### config.mk
export PLATFORM = sky130hd
export DESIGN_NAME = bbrr_mul
export DESIGN_NICKNAME = d
export VERILOG_FILES = /design/src/rtl/core/box_blur_rgb_resample_unit_macros.svh /design/src/rtl/core/bbrr_pkg.sv /design/src/rtl/core/bbrr_mul.sv
export SDC_FILE = /design/constraint.sdc
export NUM_CORES = 1
export LEC_CHECK = 0
export BUFFER_PORTS_ARGS = -buffer_cell sky130_fd_sc_hd__buf_2
export CAP_MARGIN = 20
export CORE_ASPECT_RATIO = 0.6
export CORE_MARGIN = 2
export CORE_UTILIZATION = 25
export CTS_CLUSTER_DIAMETER = 30
export DETAILED_ROUTE_END_ITERATION = 8
export GPL_ROUTABILITY_DRIVEN = 0
export PLACE_DENSITY = 0.4
export SYNTH_ARGS = -nofsm -noshare
export SYNTH_HDL_FRONTEND = slang
export SYNTH_SLANG_ARGS = --single-unit
export TNS_END_PERCENT = 20
### constraint.sdc
create_clock -name clk -period 13.25 [get_ports clk]
set_input_delay 2.65 -clock clk [delete_from_list [all_inputs] [get_ports clk]]
set_output_delay 2.65 -clock clk [all_outputs]
set_load 0.005 [all_outputs]
### src/rtl/core/box_blur_rgb_resample_unit_macros.svh
// Assertion macros for the box blur resampler.
// Used by the RTL files that carry concurrent checks; no other dependencies.
`ifndef BOX_BLUR_RGB_RESAMPLE_UNIT_MACROS_SVH
`define BOX_BLUR_RGB_RESAMPLE_UNIT_MACROS_SVH

`ifndef SYNTHESIS
`define BBRR_ASSERT(lbl, ck, rs, prop) \
  lbl: assert property (@(posedge ck) disable iff (rs) (prop)) \
    else $error("bbrr: assertion failed");
`define BBRR_ASSERT_NEXT(lbl, ck, rs, ante, cons) \
  lbl: assert property (@(posedge ck) disable iff (rs) (ante) |=> (cons)) \
    else $error("bbrr: assertion failed");
`else
`define BBRR_ASSERT(lbl, ck, rs, prop)
`define BBRR_ASSERT_NEXT(lbl, ck, rs, ante, cons)
`endif

`endif

### src/rtl/core/bbrr_pkg.sv
// Shared types, codes and constants for the box blur resampler.
// No dependencies.
`timescale 1ns / 1ps
`default_nettype none

package bbrr_pkg;

  localparam int DEF_MAX_WIDTH  = 128;
  localparam int DEF_MAX_HEIGHT = 128;

  // configuration register indexes
  localparam int REG_IDX_W = 2;
  localparam logic [REG_IDX_W-1:0] REG_IN_WIDTH  = 2'd0;
  localparam logic [REG_IDX_W-1:0] REG_IN_HEIGHT = 2'd1;
  localparam logic [REG_IDX_W-1:0] REG_INV_SCALE = 2'd2;

  localparam logic [7:0]  RST_IN_WIDTH  = 8'd128;
  localparam logic [7:0]  RST_IN_HEIGHT = 8'd128;
  localparam logic [15:0] RST_INV_SCALE = 16'd512;

  localparam logic ACT_LOAD    = 1'b0;
  localparam logic ACT_COMPUTE = 1'b1;

  typedef struct packed {
    logic [7:0]  in_width;
    logic [7:0]  in_height;
    logic [15:0] inv_scale_q8;
  } cfg_t;

  typedef struct packed {
    logic [15:0] a;
    logic [15:0] b;
  } mul_req_t;

  // floor((2^16 - 1) / n): quotient from the product is low by at most one
  function automatic logic [15:0] recip(input logic [3:0] n);
    logic [15:0] r;
    case (n)
      4'd1:    r = 16'd65535;
      4'd2:    r = 16'd32767;
      4'd3:    r = 16'd21845;
      4'd4:    r = 16'd16383;
      4'd5:    r = 16'd13107;
      4'd6:    r = 16'd10922;
      4'd7:    r = 16'd9362;
      4'd8:    r = 16'd8191;
      4'd9:    r = 16'd7281;
      default: r = 16'd0;
    endcase
    return r;
  endfunction

endpackage

`default_nettype wire

### src/rtl/core/bbrr_mul.sv
// Shared 16x16 multiplier with registered product.
// Depends on bbrr_pkg for the request type.
`timescale 1ns / 1ps
`default_nettype none

module bbrr_mul (
  input  wire logic              clk,
  input  wire bbrr_pkg::mul_req_t req,
  output logic [31:0]            prod
);

  always_ff @(posedge clk) begin
    prod <= {16'd0, req.a} * {16'd0, req.b};
  end

endmodule

`default_nettype wire

After elaboration in Yosys (flattened, before gate mapping)
Index checks and enable logic that the tools add are counted.
{"block": "totals", "regBits": 32, "romBits": 0, "latch_bits": 0, "out_inout_bits": 32, "ram_bits": 0, "n_memories": 0, "word_cells": 2}
{"block": "op_classes", "reduce_logical": 0, "shift": 0, "mul": 1, "n_mux": 0, "order_cmp": 0, "n_bitwise": 0, "n_eq_ne": 0, "add_sub_neg": 0, "n_div": 0}
{"op": "16-bit by 16-bit multiplier with 32-bit output", "count": 1}

Depth between registers and ports, before layout
Gate-level depths: netlist of run 1.
{"block": "logic_depth", "depth_word": 1, "depth_mapped": 21, "mapped_depth_nobuf": 19}

Worst setup path before layout of run 1
OpenSTA, ideal clock, no wires.
{"block": "synth_timing", "path_kind": "in2reg", "from": "in req[30] (netlist bit)", "to": "reg prod[27]", "slack_ns": 5.558, "required_ns": 13.125, "path_stages": 20, "setup_time_ns": 0.125, "arrival_time_ns": 7.567, "path_cell_list": "clkbuf_1 and2_1 fa_1 inv_1 fa_1 inv_1 fa_1 fa_1 fa_1 inv_1 fa_1 inv_1 ha_1 buf_6 a21o_1 o21bai_1 a221o_1 a31oi_4 a31oi_1 xor2_1"}
{"block": "synth_via", "elab_chain_cells": 1}
{"element": "start: declaration", "line_no": "bbrr_mul.sv:8", "rtl": "input wire bbrr_pkg::mul_req_t req,"}
{"element": "16-bit by 16-bit multiplier with 32-bit output", "line_no": "bbrr_mul.sv:13", "rtl": "prod <= {16'd0, req.a} * {16'd0, req.b};"}
{"element": "end signal: assignment", "line_no": "bbrr_mul.sv:13"}
{"element": "end: declaration", "line_no": "bbrr_mul.sv:9", "rtl": "output logic [31:0] prod"}
No other way between the ends.

Worst setup path after layout of run 1
{"block": "layout_timing", "from": "in req[26] (netlist bit)", "to": "reg prod[26]"}
Same word-level chain as after synthesis.

==> results of run 1 <==
-- synth_stat cells, types with 2 or more instances --
cell type	instances	area, um^2
a211oi_1	3	22.5
a21o_1	10	75.1
a21o_2	2	17.5
a21oi_1	21	105
a221o_1	2	20.0
a31o_1	2	17.5
a31oi_1	6	37.5
a41oi_1	2	17.5
and2_1	126	788
buf_2	3	15.0
buf_6	3	33.8
clkbuf_1	34	128
dfxtp_1	32	641
fa_1	194	3880
ha_1	104	1300
inv_1	224	841
nand2_1	151	567
nand2b_1	3	18.8
nand3_1	9	45.0
nand4_1	9	56.3
nor2_1	15	56.3
nor2b_1	4	25.0
nor3_1	8	40.0
nor3_2	2	20.0
o21a_1	2	15.0
o21ai_0	8	40.0
o21ai_1	9	45.0
o21bai_1	4	30.0
xnor2_1	19	166
xor2_1	8	70.1
-- metal layers --
layer | vias to the layer above | GRT usage
met5 | - | 0
met3 | 7 | 0.0245
li1 | 3177 | -
met2 | 129 | 0.198
met4 | 0 | 0.0113
met1 | 3623 | 0.233
-- metrics by stage --
stage | cells | worst slack (ns) | instance area [um^2] | hold slack [ns]
after floorplan | 1036 | 5.56 | 9300 | 2.77
after global placement | 1535 | 4.73 | 10000 | 3.03
after detailed placement | 1535 | 4.80 | 10000 | 3.03
after CTS | 1543 | 5.11 | 10200 | 2.82
after global routing | 1543 | 4.85 | 10200 | 2.84
final | 1545 | 5.07 | 10200 | 2.82
-- cell type report --
cell class / instances / area [um^2] / share of cell area
Multi-Input combinational cell: 739 / 7640 / 0.750
Timing Repair Buffer: 64 / 320 / 0.0314
Sequential cell: 32 / 641 / 0.0629
Tap cell: 476 / 596 / 0.0585
Antenna cell: 2 / 5.00 / 0.000491
Inverter: 224 / 841 / 0.0826
Clock buffer: 8 / 146 / 0.0144
-- how the worst max path moves through the flow --
stage                       start        to  slack, ns
after floorplan           req[30]  prod[27]       5.56
after global placement     req[7]  prod[29]       4.73
after detailed placement  req[26]  prod[26]       4.80
after CTS                 req[26]  prod[26]       5.11
after global routing      req[23]  prod[29]       4.85
final                     req[26]  prod[26]       5.07
-- kinds of logic after synthesis --
logic type	Yosys count	share of synthesized area
compound gates	84	0.0616
xor+xnor	27	0.0254
fa+ha+maj	298	0.557
buf+inv	265	0.110
flops	32	0.0689
simple gates	330	0.176
==> key figures, run 1 <==
Worst hold path
  • Hold endpoint: prod[0]
  • Hold Crit Class: in -> reg
  • WHS Path Cells: 2
  • Min-delay src: req[0]

GRT
  • GRT Total Usage: 0.143
  • Initial antenna violation count: 3
  • Pin count of the biggest net entering global routing: 17
  • Global route overflow: 0
  • Vias in the first global route: roughly 7000
  • First-pass GRT wire length: 42.1 mm

Clock tree
  • Hold Buf Count CTS: 0
  • TritonCTS Sinks: 32
  • CTS tree: yes
  • CTS clock-pin slew for the worst setup and hold paths: approximately 0.060 ns
  • CTS max path bufs: 2
  • H-tree Lvls: 2
  • Post-CTS setup buffer count: 0
  • Total CTS buffers: 5
  • Root Buffer: clkbuf_16
  • Post_cts resized: 0

Critical path
  • Slowest CP cell: fa_1
  • CP cell instances: buf_2, nand2_1, fa_1, fa_1, fa_1, fa_1, inv_1, fa_1, inv_1, fa_1, inv_1, ha_1, nand3_1, nor2_1, o2111ai_1, a31oi_1, nor3_1, xnor2_1
  • CP top delay family: adder cells
  • Crit path depth: 18
  • CP Data Arrival Time: 8.34 ns
  • Crit Path Max Fanout: 16
  • WS Path Type: in -> reg
  • Crit end category: register
  • Critical Path RT: 13.41 ns
  • CP most frequent cell: fa_1
  • Launching element type of the critical path: input port
  • Crit-path max cell delay: 0.58 ns
  • Buffer and inverter count on the worst path: 4

STA
  • FMAX: roughly 120 MHz
  • Final setup TNS: 0 ns
  • Slew @ Worst Pin: approximately 0.54 ns
  • Rel. slew slack: 0.635
  • Final hold violations: 0
  • # setup viols final: 0
  • Final period util: 0.618
  • Slew Limit Fails: 0
  • Final min period: between 8 and 9 ns
  • RSZ-0062 raised after global routing: false

Routing
  • DRT Wirelength: around 27 mm
  • Vias post-DR: ~7000
  • Routed wl met2: ~11 mm
  • Pre-antenna DRT Iters: 5
  • Routed wl met3: 1.22 mm
  • 1st-iter DRT viols: 364
  • Routed length on met1: approximately 15 mm
  • Top sig layer: met4
  • Via density per instance: between 4 and 5
  • Antenna-violating nets left: 0
  • Routed length per instance: about 17 um
  • Final routed DRC violation total: 0

Final layout
  • Commonest cells after routing, fill and taps aside: 224 x inv_1, 194 x fa_1, 151 x nand2_1, 126 x and2_1, 104 x ha_1
  • Area delta synth->final: 9.50%
  • Fillers: 3941
  • Most common cell after layout, fill and taps aside: inv_1
  • Layout cell share with drive strength beyond 1: 0.0750
  • Util after Layout: 0.279
  • Top reg by flops: prod
  • Number of flip-flops in the largest register: 32
  • Registers with the most flip-flops: prod x32
  • Fin nets: ~1400

Floorplanning
  • I/O pins: 65
  • Core area: 36500 um^2
  • FP Rows: between 50 and 60
  • Die height: around 150 um
  • Initial core utilization: 0.255
  • Die area: approximately 39000 um^2
  • Die width: 253 um

Yosys
  • Async set-or-reset flop fraction in the synthesized netlist: 0
  • EDFF count, synth: 0
  • Mapped Cells: just over 1000
  • Most used DFF post-synth: dfxtp_1
  • Synth cell types: 47
  • Synth Warn #: 0
  • Seq/Total Area, Yosys: 0.0689
  • Syn_area_per_cell: around 9.0 um^2
  • Post-Syn Area: 9300 um^2
  • Mapped Nets: approximately 1400
  • FF+latch count, synth: 32

Job
  • Max-cap violations: 0

Run status
  • Status: completed

Place
  • Dpl hpwl: 21.7 mm
  • PortBufs: 64
Power of run 1 is left out: the tool's default activity adds up to more than one toggle a clock period on the data nets, which glitch-free logic cannot reach.
==> run 2, diff against run 1 <==
Clock period 13.25 ns to 8 ns, I/O delays scaled along.
==> run 2 against run 1 <==
  * Count of clock-buffer cells in the layout stayed put
  * Critical path depth stayed put
  * Flip-flop and latch count stayed put
  * Wire length is 2.5% higher
  * Non-clock buffer count is 4 higher
==> key figures, run 2 (synthesized netlist as in run 1, its figures left out) <==
Run status
  • Status: completed (unchanged)

Routing
  • Vias post-DR: 6987 (was 6936)
  • Final routed DRC violation total: 0 (unchanged)
  • Routed length per instance: 17.7 um (was 17.3 um)
  • Via density per instance: 4.51 (was 4.49)
  • 1st-iter DRT viols: 324 (was 364)
  • Antenna-violating nets left: 0 (unchanged)
  • DRT Wirelength: 27.3 mm (was 26.7 mm)
  • Pre-antenna DRT Iters: 5 (unchanged)

Clock tree
  • CTS tree: yes (unchanged)
  • TritonCTS Sinks: 32 (unchanged)
  • CTS clock-pin slew for the worst setup and hold paths: 0.06 ns (about the same)
  • Root Buffer: clkbuf_16 (unchanged)
  • Post_cts resized: 0 (unchanged)
  • Hold Buf Count CTS: 0 (unchanged)
  • Post-CTS setup buffer count: 0 (unchanged)
  • H-tree Lvls: 2 (unchanged)
  • Total CTS buffers: 5 (unchanged)
  • CTS max path bufs: 2 (unchanged)

Worst hold path
  • Hold endpoint: prod[0] (unchanged)
  • Hold Crit Class: in -> reg (unchanged)
  • WHS Path Cells: 2 (unchanged)
  • Min-delay src: req[0] (unchanged)

Critical path
  • Crit-path max cell delay: 0.58 ns (about the same)
  • CP most frequent cell: fa_1 (unchanged)
  • CP Data Arrival Time: 7.32 ns (was 8.34 ns)
  • Slowest CP cell: fa_1 (unchanged)
  • WS Path Type: in -> reg (unchanged)
  • Crit end category: register (unchanged)
  • Critical Path RT: 8.17 ns (was 13.41 ns)
  • Buffer and inverter count on the worst path: 4 (unchanged)
  • Launching element type of the critical path: input port (unchanged)
  • CP cell instances: buf_2, nand2_1, fa_1, fa_1, fa_1, fa_1, inv_1, fa_1, inv_1, fa_1, inv_1, ha_1, nand3_1, nor2_1, o2111ai_1, a31oi_1, nor3_1, xnor2_1 (unchanged)
  • Crit Path Max Fanout: 16 (unchanged)
  • CP top delay family: adder cells (unchanged)

STA
  • Final min period: between 7 and 8 ns
  • Rel. slew slack: 0.667 (was 0.635)
  • Final period util: 0.894
  • Final setup TNS: 0 ns (unchanged)
  • Slew Limit Fails: 0 (unchanged)
  • # setup viols final: 0 (unchanged)
  • Slew @ Worst Pin: 0.500 ns (was 0.543 ns)
  • RSZ-0062 raised after global routing: false (unchanged)
  • FMAX: between 100 and 150 MHz
  • Final hold violations: 0 (unchanged)
  • Crit path setup slack, layout: 0.849 ns (was 5.07 ns)

Place
  • Dpl hpwl: 22.2 mm (was 21.7 mm)
  • Dpl cells: 1539 (was 1535)
  • PortBufs: 64 (unchanged)
  • Pre-CTS setup slack: 0.622 ns (was 4.80 ns)

Final layout
  • Registers with the most flip-flops: prod x32 (unchanged)
  • Top reg by flops: prod (unchanged)
  • Most common cell after layout, fill and taps aside: inv_1 (unchanged)
  • Number of flip-flops in the largest register: 32 (unchanged)
  • Fin nets: 1401 (was 1397)
  • Finished Layout Cells: 1548 (was 1545)
  • Commonest cells after routing, fill and taps aside: 224 x inv_1, 194 x fa_1, 151 x nand2_1, 126 x and2_1, 104 x ha_1 (unchanged)
  • Area delta synth->final: 9.79% (was 9.50%)
  • Layout cell share with drive strength beyond 1: 0.0784 (was 0.0750)
  • Fillers: 3969 (was 3941)

Floorplanning
  • Die height: 153 um (unchanged)
  • Initial core utilization: 0.255 (unchanged)
  • I/O pins: 65 (unchanged)
  • FP Rows: 54 (unchanged)
  • Die area: 38800 um^2 (unchanged)
  • Core area: 36500 um^2 (unchanged)
  • Die width: 253 um (unchanged)

GRT
  • Initial antenna violation count: 0 (was 3)
  • Global route overflow: 0 (unchanged)
  • First-pass GRT wire length: 42.6 mm (was 42.1 mm)
  • Pin count of the biggest net entering global routing: 17 (unchanged)
  • Vias in the first global route: 7178 (was 7173)
  • GRT Total Usage: 0.147 (was 0.143)

Job
  • Max-cap violations: 0 (unchanged)
[run 2: changes by cell type in the layout (fill, tap and decap cells not counted), sizes merged]
cell / before / now
diode: 2 / 1
buf: 64 / 68
[run 2: routing by layer]
| layer | GRT usage | part of all wire |
|---|---|---|
| met4 | 0.0144 | 0.0047 |
| met5 | 0 | 0 |
| met3 | 0.0228 | 0.049 |
| met2 | 0.198 | 0.40 |
| met1 | 0.244 | 0.55 |
[run 2: worst max-delay path by stage]
stage                     depth (start not counted)  endpoint  startpoint
after detailed placement                         18  prod[26]     req[26]
after floorplan                                  20  prod[27]     req[30]
final                                            18  prod[26]     req[26]
after global placement                           20  prod[29]      req[7]
after CTS                                        18  prod[26]     req[26]
after global routing                             18  prod[26]     req[26]
[run 2: metrics by stage]
stage / area [um^2] / hold slack (ns) / util
after floorplan: 9300 / 1.72 / -
after global placement: 10100 / 1.98 / 0.276
after detailed placement: 10100 / 1.98 / 0.276
after CTS: 10200 / 1.76 / 0.280
after global routing: 10200 / 1.78 / 0.280
final: 10200 / 1.77 / 0.280
[run 2: final cells by class]
type / instances / area (um^2) / share of cell area
Clock buffer: 8 / 146 / 0.0143
Tap cell: 476 / 596 / 0.0583
Sequential cell: 32 / 641 / 0.0627
Timing Repair Buffer: 68 / 350 / 0.0343
Inverter: 224 / 841 / 0.0823
Multi-Input combinational cell: 739 / 7640 / 0.748
Antenna cell: 1 / 2.50 / 0.000245
Power of run 2 is left out for the same reason.
