### src/rtl/core/box_blur_rgb_resample_unit_macros.svh
// Assertion macros for the box blur resampler.
// Used by the RTL files that carry concurrent checks; no other dependencies.
`ifndef BOX_BLUR_RGB_RESAMPLE_UNIT_MACROS_SVH
`define BOX_BLUR_RGB_RESAMPLE_UNIT_MACROS_SVH

`ifndef SYNTHESIS
`define BBRR_ASSERT(lbl, ck, rs, prop) \
  lbl: assert property (@(posedge ck) disable iff (rs) (prop)) \
    else $error("bbrr: assertion failed");
`define BBRR_ASSERT_NEXT(lbl, ck, rs, ante, cons) \
  lbl: assert property (@(posedge ck) disable iff (rs) (ante) |=> (cons)) \
    else $error("bbrr: assertion failed");
`else
`define BBRR_ASSERT(lbl, ck, rs, prop)
`define BBRR_ASSERT_NEXT(lbl, ck, rs, ante, cons)
`endif

`endif

### src/rtl/core/bbrr_pkg.sv
// Shared types, codes and constants for the box blur resampler.
// No dependencies.
`timescale 1ns / 1ps
`default_nettype none

package bbrr_pkg;

  localparam int DEF_MAX_WIDTH  = 128;
  localparam int DEF_MAX_HEIGHT = 128;

  // configuration register indexes
  localparam int REG_IDX_W = 2;
  localparam logic [REG_IDX_W-1:0] REG_IN_WIDTH  = 2'd0;
  localparam logic [REG_IDX_W-1:0] REG_IN_HEIGHT = 2'd1;
  localparam logic [REG_IDX_W-1:0] REG_INV_SCALE = 2'd2;

  localparam logic [7:0]  RST_IN_WIDTH  = 8'd128;
  localparam logic [7:0]  RST_IN_HEIGHT = 8'd128;
  localparam logic [15:0] RST_INV_SCALE = 16'd512;

  localparam logic ACT_LOAD    = 1'b0;
  localparam logic ACT_COMPUTE = 1'b1;

  typedef struct packed {
    logic [7:0]  in_width;
    logic [7:0]  in_height;
    logic [15:0] inv_scale_q8;
  } cfg_t;

  typedef struct packed {
    logic [15:0] a;
    logic [15:0] b;
  } mul_req_t;

  // floor((2^16 - 1) / n): quotient from the product is low by at most one
  function automatic logic [15:0] recip(input logic [3:0] n);
    logic [15:0] r;
    case (n)
      4'd1:    r = 16'd65535;
      4'd2:    r = 16'd32767;
      4'd3:    r = 16'd21845;
      4'd4:    r = 16'd16383;
      4'd5:    r = 16'd13107;
      4'd6:    r = 16'd10922;
      4'd7:    r = 16'd9362;
      4'd8:    r = 16'd8191;
      4'd9:    r = 16'd7281;
      default: r = 16'd0;
    endcase
    return r;
  endfunction

endpackage

`default_nettype wire

### src/rtl/core/bbrr_ctrl.sv
// Sequencer: coordinate scaling and reciprocal divide through the shared
// multiplier, and the window walk over the store. Uses bbrr_pkg.
`timescale 1ns / 1ps
`default_nettype none
`include "box_blur_rgb_resample_unit_macros.svh"

module bbrr_ctrl #(
  parameter int MAX_WIDTH  = bbrr_pkg::DEF_MAX_WIDTH,
  parameter int MAX_HEIGHT = bbrr_pkg::DEF_MAX_HEIGHT,
  parameter int AW         = 14
) (
  input  wire logic               clk,
  input  wire logic               rst,
  input  wire logic               start,
  output logic                    busy,
  input  wire logic               action,
  input  wire logic [9:0]         col,
  input  wire logic [9:0]         row,
  input  wire logic [7:0]         red_in,
  input  wire logic [7:0]         green_in,
  input  wire logic [7:0]         blue_in,
  input  wire bbrr_pkg::cfg_t     cfg,
  output bbrr_pkg::mul_req_t      mul_req,
  input  wire logic [31:0]        mul_prod,
  output logic                    ram_we,
  output logic [AW-1:0]           ram_waddr,
  output logic [23:0]             ram_wdata,
  output logic [AW-1:0]           ram_raddr,
  input  wire logic [23:0]        ram_rdata,
  output logic                    done,
  output logic [7:0]              red_out,
  output logic [7:0]              green_out,
  output logic [7:0]              blue_out,
  output logic [3:0]              sample_count,
  output logic                    window_empty
);

  localparam int CMAX = (MAX_WIDTH > MAX_HEIGHT) ? MAX_WIDTH : MAX_HEIGHT;
  localparam int CW   = $clog2(CMAX + 1);

  typedef enum logic [3:0] {
    S_IDLE, S_MULY, S_WIN, S_READ, S_ACC, S_DR, S_DG, S_DB, S_FIN
  } state_t;

  state_t        state;
  logic [9:0]    row_q;
  logic [CW-1:0] x0, x1, y1, x, y;
  logic          empty_x;
  logic [3:0]    cnt;
  logic [11:0]   sum_r, sum_g, sum_b;
  logic          pend;

  logic          accept;
  logic [17:0]   center;
  logic [17:0]   lo_full;
  logic [18:0]   hi_full, lim, lim_x, lim_y, hi_clip;
  logic          ax_empty;
  logic [11:0]   div_sum;
  logic [7:0]    quot;

  function automatic logic [7:0] fix_quot(input logic [31:0] prod, input logic [11:0] sum,
                                          input logic [3:0] n);
    logic [7:0]  q;
    logic [11:0] qn;
    logic [11:0] rem;
    q   = prod[23:16];
    qn  = {4'd0, q} * {8'd0, n};
    rem = sum - qn;
    return (rem >= {8'd0, n}) ? q + 8'd1 : q;
  endfunction

  assign busy   = (state != S_IDLE);
  assign accept = start && !busy;

  // load path writes straight into the store
  assign ram_we    = accept && (action == bbrr_pkg::ACT_LOAD) &&
                     (32'(col) < MAX_WIDTH) && (32'(row) < MAX_HEIGHT);
  assign ram_waddr = AW'(row) * AW'(MAX_WIDTH) + AW'(col);
  assign ram_wdata = {red_in, green_in, blue_in};
  assign ram_raddr = AW'(y) * AW'(MAX_WIDTH) + AW'(x);

  // window bounds for whichever axis the product belongs to
  assign lim_x = (32'(cfg.in_width) > MAX_WIDTH) ? 19'(MAX_WIDTH) : 19'(cfg.in_width);
  assign lim_y = (32'(cfg.in_height) > MAX_HEIGHT) ? 19'(MAX_HEIGHT) : 19'(cfg.in_height);
  assign lim      = (state == S_MULY) ? lim_x : lim_y;
  assign center   = mul_prod[25:8];
  assign lo_full  = (center != 18'd0) ? center - 18'd1 : 18'd0;
  assign hi_full  = {1'b0, center} + 19'd2;
  assign hi_clip  = (hi_full > lim) ? lim : hi_full;
  assign ax_empty = ({1'b0, lo_full} >= hi_clip);

  always_comb begin
    case (state)
      S_DG:    div_sum = sum_r;
      S_DB:    div_sum = sum_g;
      default: div_sum = sum_b;
    endcase
  end
  assign quot = fix_quot(mul_prod, div_sum, cnt);

  always_comb begin
    mul_req = '0;
    case (state)
      S_IDLE: begin
        mul_req.a = {6'd0, col};
        mul_req.b = cfg.inv_scale_q8;
      end
      S_MULY: begin
        mul_req.a = {6'd0, row_q};
        mul_req.b = cfg.inv_scale_q8;
      end
      S_DR: begin
        mul_req.a = {4'd0, sum_r};
        mul_req.b = bbrr_pkg::recip(cnt);
      end
      S_DG: begin
        mul_req.a = {4'd0, sum_g};
        mul_req.b = bbrr_pkg::recip(cnt);
      end
      S_DB: begin
        mul_req.a = {4'd0, sum_b};
        mul_req.b = bbrr_pkg::recip(cnt);
      end
      default: mul_req = '0;
    endcase
  end

  always_ff @(posedge clk) begin
    if (rst) begin
      state        <= S_IDLE;
      done         <= 1'b0;
      pend         <= 1'b0;
      cnt          <= 4'd0;
      window_empty <= 1'b0;
      sample_count <= 4'd0;
    end else begin
      done <= 1'b0;
      pend <= (state == S_READ);
      if (pend) begin
        sum_r <= sum_r + {4'd0, ram_rdata[23:16]};
        sum_g <= sum_g + {4'd0, ram_rdata[15:8]};
        sum_b <= sum_b + {4'd0, ram_rdata[7:0]};
      end
      case (state)
        S_IDLE: begin
          if (accept && action == bbrr_pkg::ACT_COMPUTE) begin
            row_q <= row;
            state <= S_MULY;
          end
        end
        S_MULY: begin
          x0      <= CW'(lo_full);
          x1      <= CW'(hi_clip);
          empty_x <= ax_empty;
          state   <= S_WIN;
        end
        S_WIN: begin
          if (empty_x || ax_empty) begin
            red_out      <= 8'd0;
            green_out    <= 8'd0;
            blue_out     <= 8'd0;
            sample_count <= 4'd0;
            window_empty <= 1'b1;
            done         <= 1'b1;
            state        <= S_IDLE;
          end else begin
            y1    <= CW'(hi_clip);
            y     <= CW'(lo_full);
            x     <= x0;
            sum_r <= 12'd0;
            sum_g <= 12'd0;
            sum_b <= 12'd0;
            cnt   <= 4'd0;
            state <= S_READ;
          end
        end
        S_READ: begin
          cnt <= cnt + 4'd1;
          if (x + CW'(1) == x1) begin
            x <= x0;
            if (y + CW'(1) == y1) begin
              state <= S_ACC;
            end else begin
              y <= y + CW'(1);
            end
          end else begin
            x <= x + CW'(1);
          end
        end
        S_ACC: state <= S_DR;
        S_DR:  state <= S_DG;
        S_DG: begin
          red_out <= quot;
          state   <= S_DB;
        end
        S_DB: begin
          green_out <= quot;
          state     <= S_FIN;
        end
        S_FIN: begin
          blue_out     <= quot;
          sample_count <= cnt;
          window_empty <= 1'b0;
          done         <= 1'b1;
          state        <= S_IDLE;
        end
        default: state <= S_IDLE;
      endcase
    end
  end

  `BBRR_ASSERT(a_done_idle, clk, rst, !done || state == S_IDLE)
  `BBRR_ASSERT(a_empty_zero, clk, rst, !(done && window_empty) || (red_out == 8'd0 && green_out == 8'd0 && blue_out == 8'd0 && sample_count == 4'd0))
  `BBRR_ASSERT(a_count_range, clk, rst, !(done && !window_empty) || (sample_count != 4'd0 && sample_count <= 4'd9))
  `BBRR_ASSERT(a_cnt_max, clk, rst, cnt <= 4'd9)
  `BBRR_ASSERT_NEXT(a_compute_busy, clk, rst, start && !busy && action == bbrr_pkg::ACT_COMPUTE, busy)

endmodule

`default_nettype wire

### config.mk
export PLATFORM = sky130hd
export DESIGN_NAME = bbrr_ctrl
export DESIGN_NICKNAME = d
export VERILOG_FILES = /design/src/rtl/core/bbrr_pkg.sv /design/src/rtl/core/bbrr_ctrl.sv
export VERILOG_INCLUDE_DIRS = /design/src /design/src/rtl/core
export SDC_FILE = /design/constraint.sdc
export NUM_CORES = 1
export LEC_CHECK = 0
export ABC_AREA = 1
export BUFFER_PORTS_ARGS = -buffer_cell sky130_fd_sc_hd__buf_2
export CAP_MARGIN = 20
export CORE_MARGIN = 1.5
export CORE_UTILIZATION = 50
export CTS_BUF_LIST = sky130_fd_sc_hd__clkbuf_8
export DETAILED_ROUTE_END_ITERATION = 8
export HOLD_SLACK_MARGIN = 0.12
export PLACE_DENSITY = 0.74
export RECOVER_POWER = 100
export SLEW_MARGIN = 20
export SYNTH_ARGS = -nofsm -noshare
export SYNTH_HDL_FRONTEND = slang
export SYNTH_SLANG_ARGS = --single-unit
### constraint.sdc
create_clock -name clk -period 10.3 [get_ports clk]
set_input_delay 0.515 -clock clk [delete_from_list [all_inputs] [get_ports clk]]
set_output_delay 0.515 -clock clk [all_outputs]
set_load 0.05 [all_outputs]
* After elaboration in Yosys (flattened, before gate mapping)
Memory sizes are Yosys's and may differ from the RTL's. A register that Yosys moved wholly into a read port is not among the register bits.
Index checks and enable logic that the tools add are counted.
** Word-level totals
- Bits in registers :: 126
- Bits in read-only memories :: 768
- Output and inout port bits :: 116
- Memories kept :: 3
** Operators by class
- Add/sub/neg operators :: 12
- $mul :: 1
- $lt $le $gt $ge :: 7
- Equal/unequal tests :: 16
- Mux-type cells :: 47
- Bitwise gates (word level) :: 3
- Reduce and logical (&&, ||, !) cells :: 25
** Memories
- (name not given) :: words 16, width 16, read ports 1, clocked after memory_dff 1, write ports 0, RTL line bbrr_pkg.sv:38 : case (n)
- (name not given) :: words 16, width 16, read ports 1, clocked after memory_dff 1, write ports 0, RTL line bbrr_pkg.sv:38
- (name not given) :: words 16, width 16, read ports 1, clocked after memory_dff 1, write ports 0, RTL line bbrr_pkg.sv:38
** Operators with widths (count)
- $pmux 28 s5 :: 1
- $mux 12 :: 9
- $mux 8 :: 10
- $pmux 8 s2 :: 5
- $mux 4 :: 11
- $add 12x8->12 :: 3
- $pmux 4 s8 :: 1
- $add 8x1->8 const B :: 3
- $pmux 12 s2 :: 1
- $reduce_and 3->1 :: 7
- $lt 10x8->1 const B :: 2
- $add 18x2->19 const B :: 1
- $ge 18x19->1 :: 1
- $gt 19x8->1 :: 1
- $mux 19 :: 1
- $mux 18 :: 1
- $reduce_bool 18->1 :: 1
- $sub 18x1->18 const B :: 1
- $eq 4x3->1 const B :: 4
- $eq 8x8->1 :: 2
- $gt 8x8->1 const B :: 2
- $pmux 4 s2 :: 2
- $add 14x10->14 :: 1
- $add 14x8->14 :: 1
- 21 further kinds :: 39

* Logic depth before layout (Yosys ltp)
- Depth in word-level cells :: 11
- Depth in mapped cells :: 41
- Mapped depth without buffers :: 40

* Least setup slack after synthesis
No wires, ideal clock.
- Path kind :: register -> register
- Start :: register state[0]
- End :: register x[0] (enable)
- Setup time :: 375 ps
- Arrival time :: 4263 ps
- Required time :: 9925 ps
- Path slack :: 5662 ps
- Cell stages (with the launch flop) :: 33
- Cell sequence :: dfxtp_1 -> buf_2 -> inv_2 -> nor2_1 -> inv_1 -> nor2_1 -> inv_1 -> nor2_1 -> nand2_1 -> o21ai_0 -> inv_1 -> ha_1 -> nand2_1 -> o21ai_0 -> a21oi_1 -> nor2_1 -> o32ai_2 -> nand3_4 -> nand2_1 -> nand2_1 -> ha_1 -> nand2_1 -> nand2_1 -> nand2_1 -> nand2_1 -> nand2_1 -> nand2_1 -> nand2_1 -> nand3_1 -> nor2_1 -> nand3_2 -> clkbuf_1 -> a21oi_1
** Between the ends
- Cells in the longest elaborated chain, start to end :: 8
- Elaborated cells between the ends (all ways) :: 11
- Classes of those cells :: order compare (2); eq/ne (4); mux (2); reduce/logical (3)
** RTL lines
- start: declaration :: RTL line bbrr_ctrl.sv:45 : state_t state;
- start signal: assignment :: RTL line bbrr_ctrl.sv:130 : state <= S_IDLE;
- start signal: assignment :: RTL line bbrr_ctrl.sv:148 : state <= S_MULY;
- start signal: assignment :: RTL line bbrr_ctrl.sv:155 : state <= S_WIN;
- $eq 4x1->1 :: RTL line bbrr_ctrl.sv:85 : assign lim = (state == S_MULY) ? lim_x : lim_y;
- $mux 8 :: RTL line bbrr_ctrl.sv:85
- $gt 19x8->1 :: RTL line bbrr_ctrl.sv:89 : assign hi_clip = (hi_full > lim) ? lim : hi_full;
- $mux 19 :: RTL line bbrr_ctrl.sv:89
- $ge 18x19->1 :: RTL line bbrr_ctrl.sv:90 : assign ax_empty = ({1'b0, lo_full} >= hi_clip);
- $logic_or 1x1->1 :: RTL line bbrr_ctrl.sv:158 : if (empty_x || ax_empty) begin
- $ne 2x2->1 (no source line)
- $reduce_and 3->1 (no source line) *
- end signal: assignment :: RTL line bbrr_ctrl.sv:187 : x <= x + CW'(1);
- end: declaration :: RTL line bbrr_ctrl.sv:47 : logic [CW-1:0] x0, x1, y1, x, y;
Every way passes the cells marked *; elsewhere a longest branch is shown, timed or not.
A chain may end at the register's enable or synchronous reset.

* Final worst setup path
- Start :: register state[2]
- End :: register green_out[3] (enable)
** Between the ends
- Cells in the longest elaborated chain, start to end :: 8
- Elaborated cells between the ends (all ways) :: 11
- Classes of those cells :: order compare (2); eq/ne (4); mux (2); reduce/logical (3)
** RTL lines
- $eq 4x1->1 * :: RTL line bbrr_ctrl.sv:85
- $mux 8 * :: RTL line bbrr_ctrl.sv:85
- $gt 19x8->1 :: RTL line bbrr_ctrl.sv:89
- $mux 19 * :: RTL line bbrr_ctrl.sv:89
- net hi_clip[6] :: RTL line bbrr_ctrl.sv:56 : logic [18:0] hi_full, lim, lim_x, lim_y, hi_clip;
- $ge 18x19->1 * :: RTL line bbrr_ctrl.sv:90
- $logic_or 1x1->1 * :: RTL line bbrr_ctrl.sv:158
- $ne 2x2->1 (no source line) *
- $reduce_and 3->1 (no source line) *
- end signal: assignment :: RTL line bbrr_ctrl.sv:197 : green_out <= quot;
- end: declaration :: RTL line bbrr_ctrl.sv:32 : output logic [7:0] green_out,
The timed path passes the listed nets; every way through them passes the cells marked *.

==> metrics.log <==
INFO  metric status = complete, but fails checks
INFO  metric failed_checks = capacitance limit, slew limit
INFO  metric slew_headroom = -49.6%
INFO  metric cts_max_level = 4
INFO  metric vdd_ir_drop_max = 134 uV
INFO  metric final-instance-count-excl-fill = 1994
INFO  metric height_of_the_die = 157 um
INFO  metric routedWlPerCell = 15.9 um
INFO  metric post_synth_instance_area = 11900 um2
INFO  metric timing.final.max_slew_violations = 50
INFO  metric critical_path.n_buffers_inverters = 5
INFO  metric layout_worst_path_cycle_share = 74.2%
INFO  metric synth-edff-count = 111
INFO  metric power.density_cell_area = 169 nW/um2
INFO  metric cts-buffers-inserted = 17
INFO  metric setup_viol = 0
INFO  metric n_antenna_cell = 0
INFO  metric dp_cells = 1962
INFO  metric violation_count_after_the_first_detailed_routing_iteration = 963
INFO  metric tightestPinTransition = 2240 ps
INFO  metric vias_in_the_first_global_route = 9777
INFO  metric grt_max_degree = 55
INFO  metric clock_sink_count = 141
INFO  metric count_of_vias_placed_by_the_detailed_router = 10900
INFO  metric cts_tree = done
INFO  metric post_route_drc = 0
INFO  metric grt_setup_unrepaired = no
INFO  metric worst-path-max-fanout = 29
INFO  metric timing.critical_path.slowest_stage_cell = inv_1
INFO  metric p_leak = 5.89 nW
INFO  metric post-cts-setup-buffer-count = 0
INFO  metric synth-seq-cells = 141
INFO  metric post_cts_clock_slew_at_the_launch_and_capture_registers_of_the_worst_setup_and_hold_paths = 100 ps
INFO  metric nets = 1914
INFO  metric start_util = 50.7%
INFO  metric placement_row_count = 56
INFO  metric seq_area_frac_synth = 33.2%
INFO  metric via_per_inst = 5.48
INFO  metric final_cell_area = 13000 um2
INFO  metric worstSetupEndpointType = flip-flop
INFO  metric synth_flop_cell = edfxtp_1
INFO  metric timing.setup.critical_path_class = flip-flop to flip-flop
INFO  metric grt_use_total = 25.6%
INFO  metric area_delta_synth_final = 9.51%
INFO  metric critical_path.startpoint_type = flip-flop
INFO  metric critPathTopFamily = simple AND/OR/NAND/NOR gates
INFO  metric globalplace.congestion = 0.911
INFO  metric placedInstanceArea = 12800 um2
INFO  metric max_cap_violations = 2
INFO  metric post_route_wl = 31600 um
INFO  metric cts_max_path_buffers = 2
INFO  metric core-area = 23400 um2
INFO  metric multi_input_comb_area = 6660 um2
INFO  metric ant_nets = 0
INFO  metric io_pins = 252
INFO  metric place_hpwl = 24600 um
INFO  metric grt.overflow.total = 0
INFO  metric dieArea = 24700 um2
INFO  metric yosys_warnings = 0
INFO  metric dieWidth = 157 um
INFO  metric report.final.hold_viol_count = 0
INFO  metric critPathMaxStageDelay = 1080 ps
INFO  metric final_layout_size_suffix_gt1_share = 8.96%
INFO  metric maxClockFrequency = 131 MHz
INFO  metric tns = 0 ps
INFO  metric global_route_wire_length_before_repair = 49100 um
INFO  metric cts_hold_buf = 0
INFO  metric worst_hold_check_path_type = primary input to flip-flop
INFO  metric finalHoldWorstSlack = 254 ps
INFO  metric netlist_instances = 1526
INFO  metric yosys.cell_types.count = 58
INFO  metric first_pass_iters = 5
INFO  metric clock_skew = 18.6 ps
INFO  metric critical_path_data_required_time = 10400 ps
INFO  metric cp_dominant_cell_by_count = nand2_1
INFO  metric synth_area_per_cell = 7.78 um2
INFO  metric critPathArrivalTime = 7750 ps
INFO  metric antenna_found_initial = 0
INFO  metric post_cts_resized = 0
INFO  metric synth-async-reset-ratio = 0%
INFO  metric io_buffers = 185
INFO  metric final_period_minus_worst_setup_slack = 7650 ps
INFO  metric layout.filler_cells = 2328
INFO  metric clock_latency = 470 ps
INFO  metric clk_root_buffer_cell = clkbuf_8
INFO  metric layout.area.seq = 3930 um2
## cells by family after synthesis
| kind of cell | count (synthesis) | share of synthesized area, % |
|---|---|---|
| AND/OR/NAND/NOR | 658 | 24.9 |
| buffers and inverters | 293 | 10.7 |
| AO/OA/AOI/OAI | 246 | 12.1 |
| flip-flops | 141 | 33.2 |
| adder cells (fa/ha/maj) | 116 | 13.8 |
| XOR/XNOR | 68 | 5.02 |
| other | 2 | 0.0633 |
| multiplexers | 2 | 0.169 |
## final timing paths
| path | from | to | slack (ps) | cells past startpoint |
|---|---|---|---|---|
| worst max-delay path | state[2] | green_out[3] | 2650 | 25 |
| worst min-delay path | row[8] | row_q[8] | 250 | 1 |
| worst max register to register | state[2] | green_out[3] | 2650 | 25 |
| worst min register to register | sample_count[2] | sample_count[2] | 460 | 2 |
## power by group
group          leakage, nW  internal (W)  switching [W]
Clock                0.192      0.000199       0.000253
Combinational         4.42      0.000262       0.000723
Sequential            1.29      0.000707      0.0000567
## area by class of cell
class / instances / area share, %
inverter: 207 / 5.98
multi-input combinational: 1104 / 51.2
clock inverter: 15 / 1.20
clock buffer: 17 / 1.80
tap: 319 / 3.07
timing repair buffer: 191 / 6.45
sequential: 141 / 30.3
## synthesized netlist by cell type, types with 4 or more instances
library cell / count / share of area [%]
xor2_1: 48 / 3.5
and2_1: 5 / 0.26
nand2_1: 306 / 9.7
a21oi_1: 93 / 3.9
nand3b_1: 8 / 0.51
inv_1: 189 / 6.0
nand4_1: 36 / 1.9
o21ai_0: 78 / 3.3
o21bai_1: 4 / 0.25
a21boi_0: 6 / 0.38
a211oi_1: 8 / 0.51
xnor2_1: 20 / 1.5
dfxtp_1: 30 / 5.1
o221ai_1: 9 / 0.66
a22oi_1: 7 / 0.44
nor4_1: 8 / 0.42
nand2_2: 4 / 0.21
ha_1: 91 / 9.6
a31oi_1: 4 / 0.21
o21ai_1: 9 / 0.38
edfxtp_1: 111 / 28
nand3_1: 94 / 4.0
buf_2: 11 / 0.46
nor3_1: 25 / 1.1
inv_2: 17 / 0.54
fa_1: 25 / 4.2
buf_4: 43 / 2.7
clkbuf_1: 29 / 0.92
a221oi_1: 10 / 0.74
nor2_1: 147 / 4.7
nand4_2: 6 / 0.63
## routing by layer
layer	global-route usage [%]	part of all wire [%]	up-vias
li1	-	-	5356
met1	33.3	43	5082
met2	43.6	47	434
met3	4.21	6.9	57
met4	8.09	2.4	0
met5	0	0	-
## cell usage in the layout, fill, tap and decap left out, types with 30 or more instances in the layout
cell | Yosys | final
buf_2 | 11 | 85
dfxtp_1 | 30 | 30
xor2_1 | 48 | 48
ha_1 | 91 | 91
clkbuf_1 | 29 | 102
nor2_1 | 147 | 149
edfxtp_1 | 111 | 111
inv_1 | 189 | 198
nand4_1 | 36 | 37
nand2_1 | 306 | 306
nand3_1 | 94 | 95
a21oi_1 | 93 | 93
o21ai_0 | 78 | 86
## worst reg2reg max path, stage by stage, from the launching register on
cell	delay, ps
dfxtp_1	350
nor2_1	780
inv_1	250
nor2_1	240
inv_1	170
nor2_1	300
a32o_1	190
inv_1	70
ha_1	300
nand4_1	110
o32ai_1	880
nand3_4	230
nand2_1	140
nand2_1	90
clkinv_1	50
ha_1	240
a21oi_1	170
nand2_1	70
nand2_1	50
nand2_1	40
nand2_1	50
nand3_1	60
nor2_1	200
nand3_1	660
inv_1	1090
nor2_1	490
## metrics by stage
step	util (%)	setup slack, ps	total power, W
3_3_place_gp	54.6	3970	0.00176
2_1_floorplan	-	5660	0.00155
4_1_cts	56.3	3750	0.00223
3_5_place_dp	54.6	3770	0.00178
6_report	55.5	2650	0.00220
5_1_grt	55.5	2010	0.00234
(Power assumes the default switching activity.)
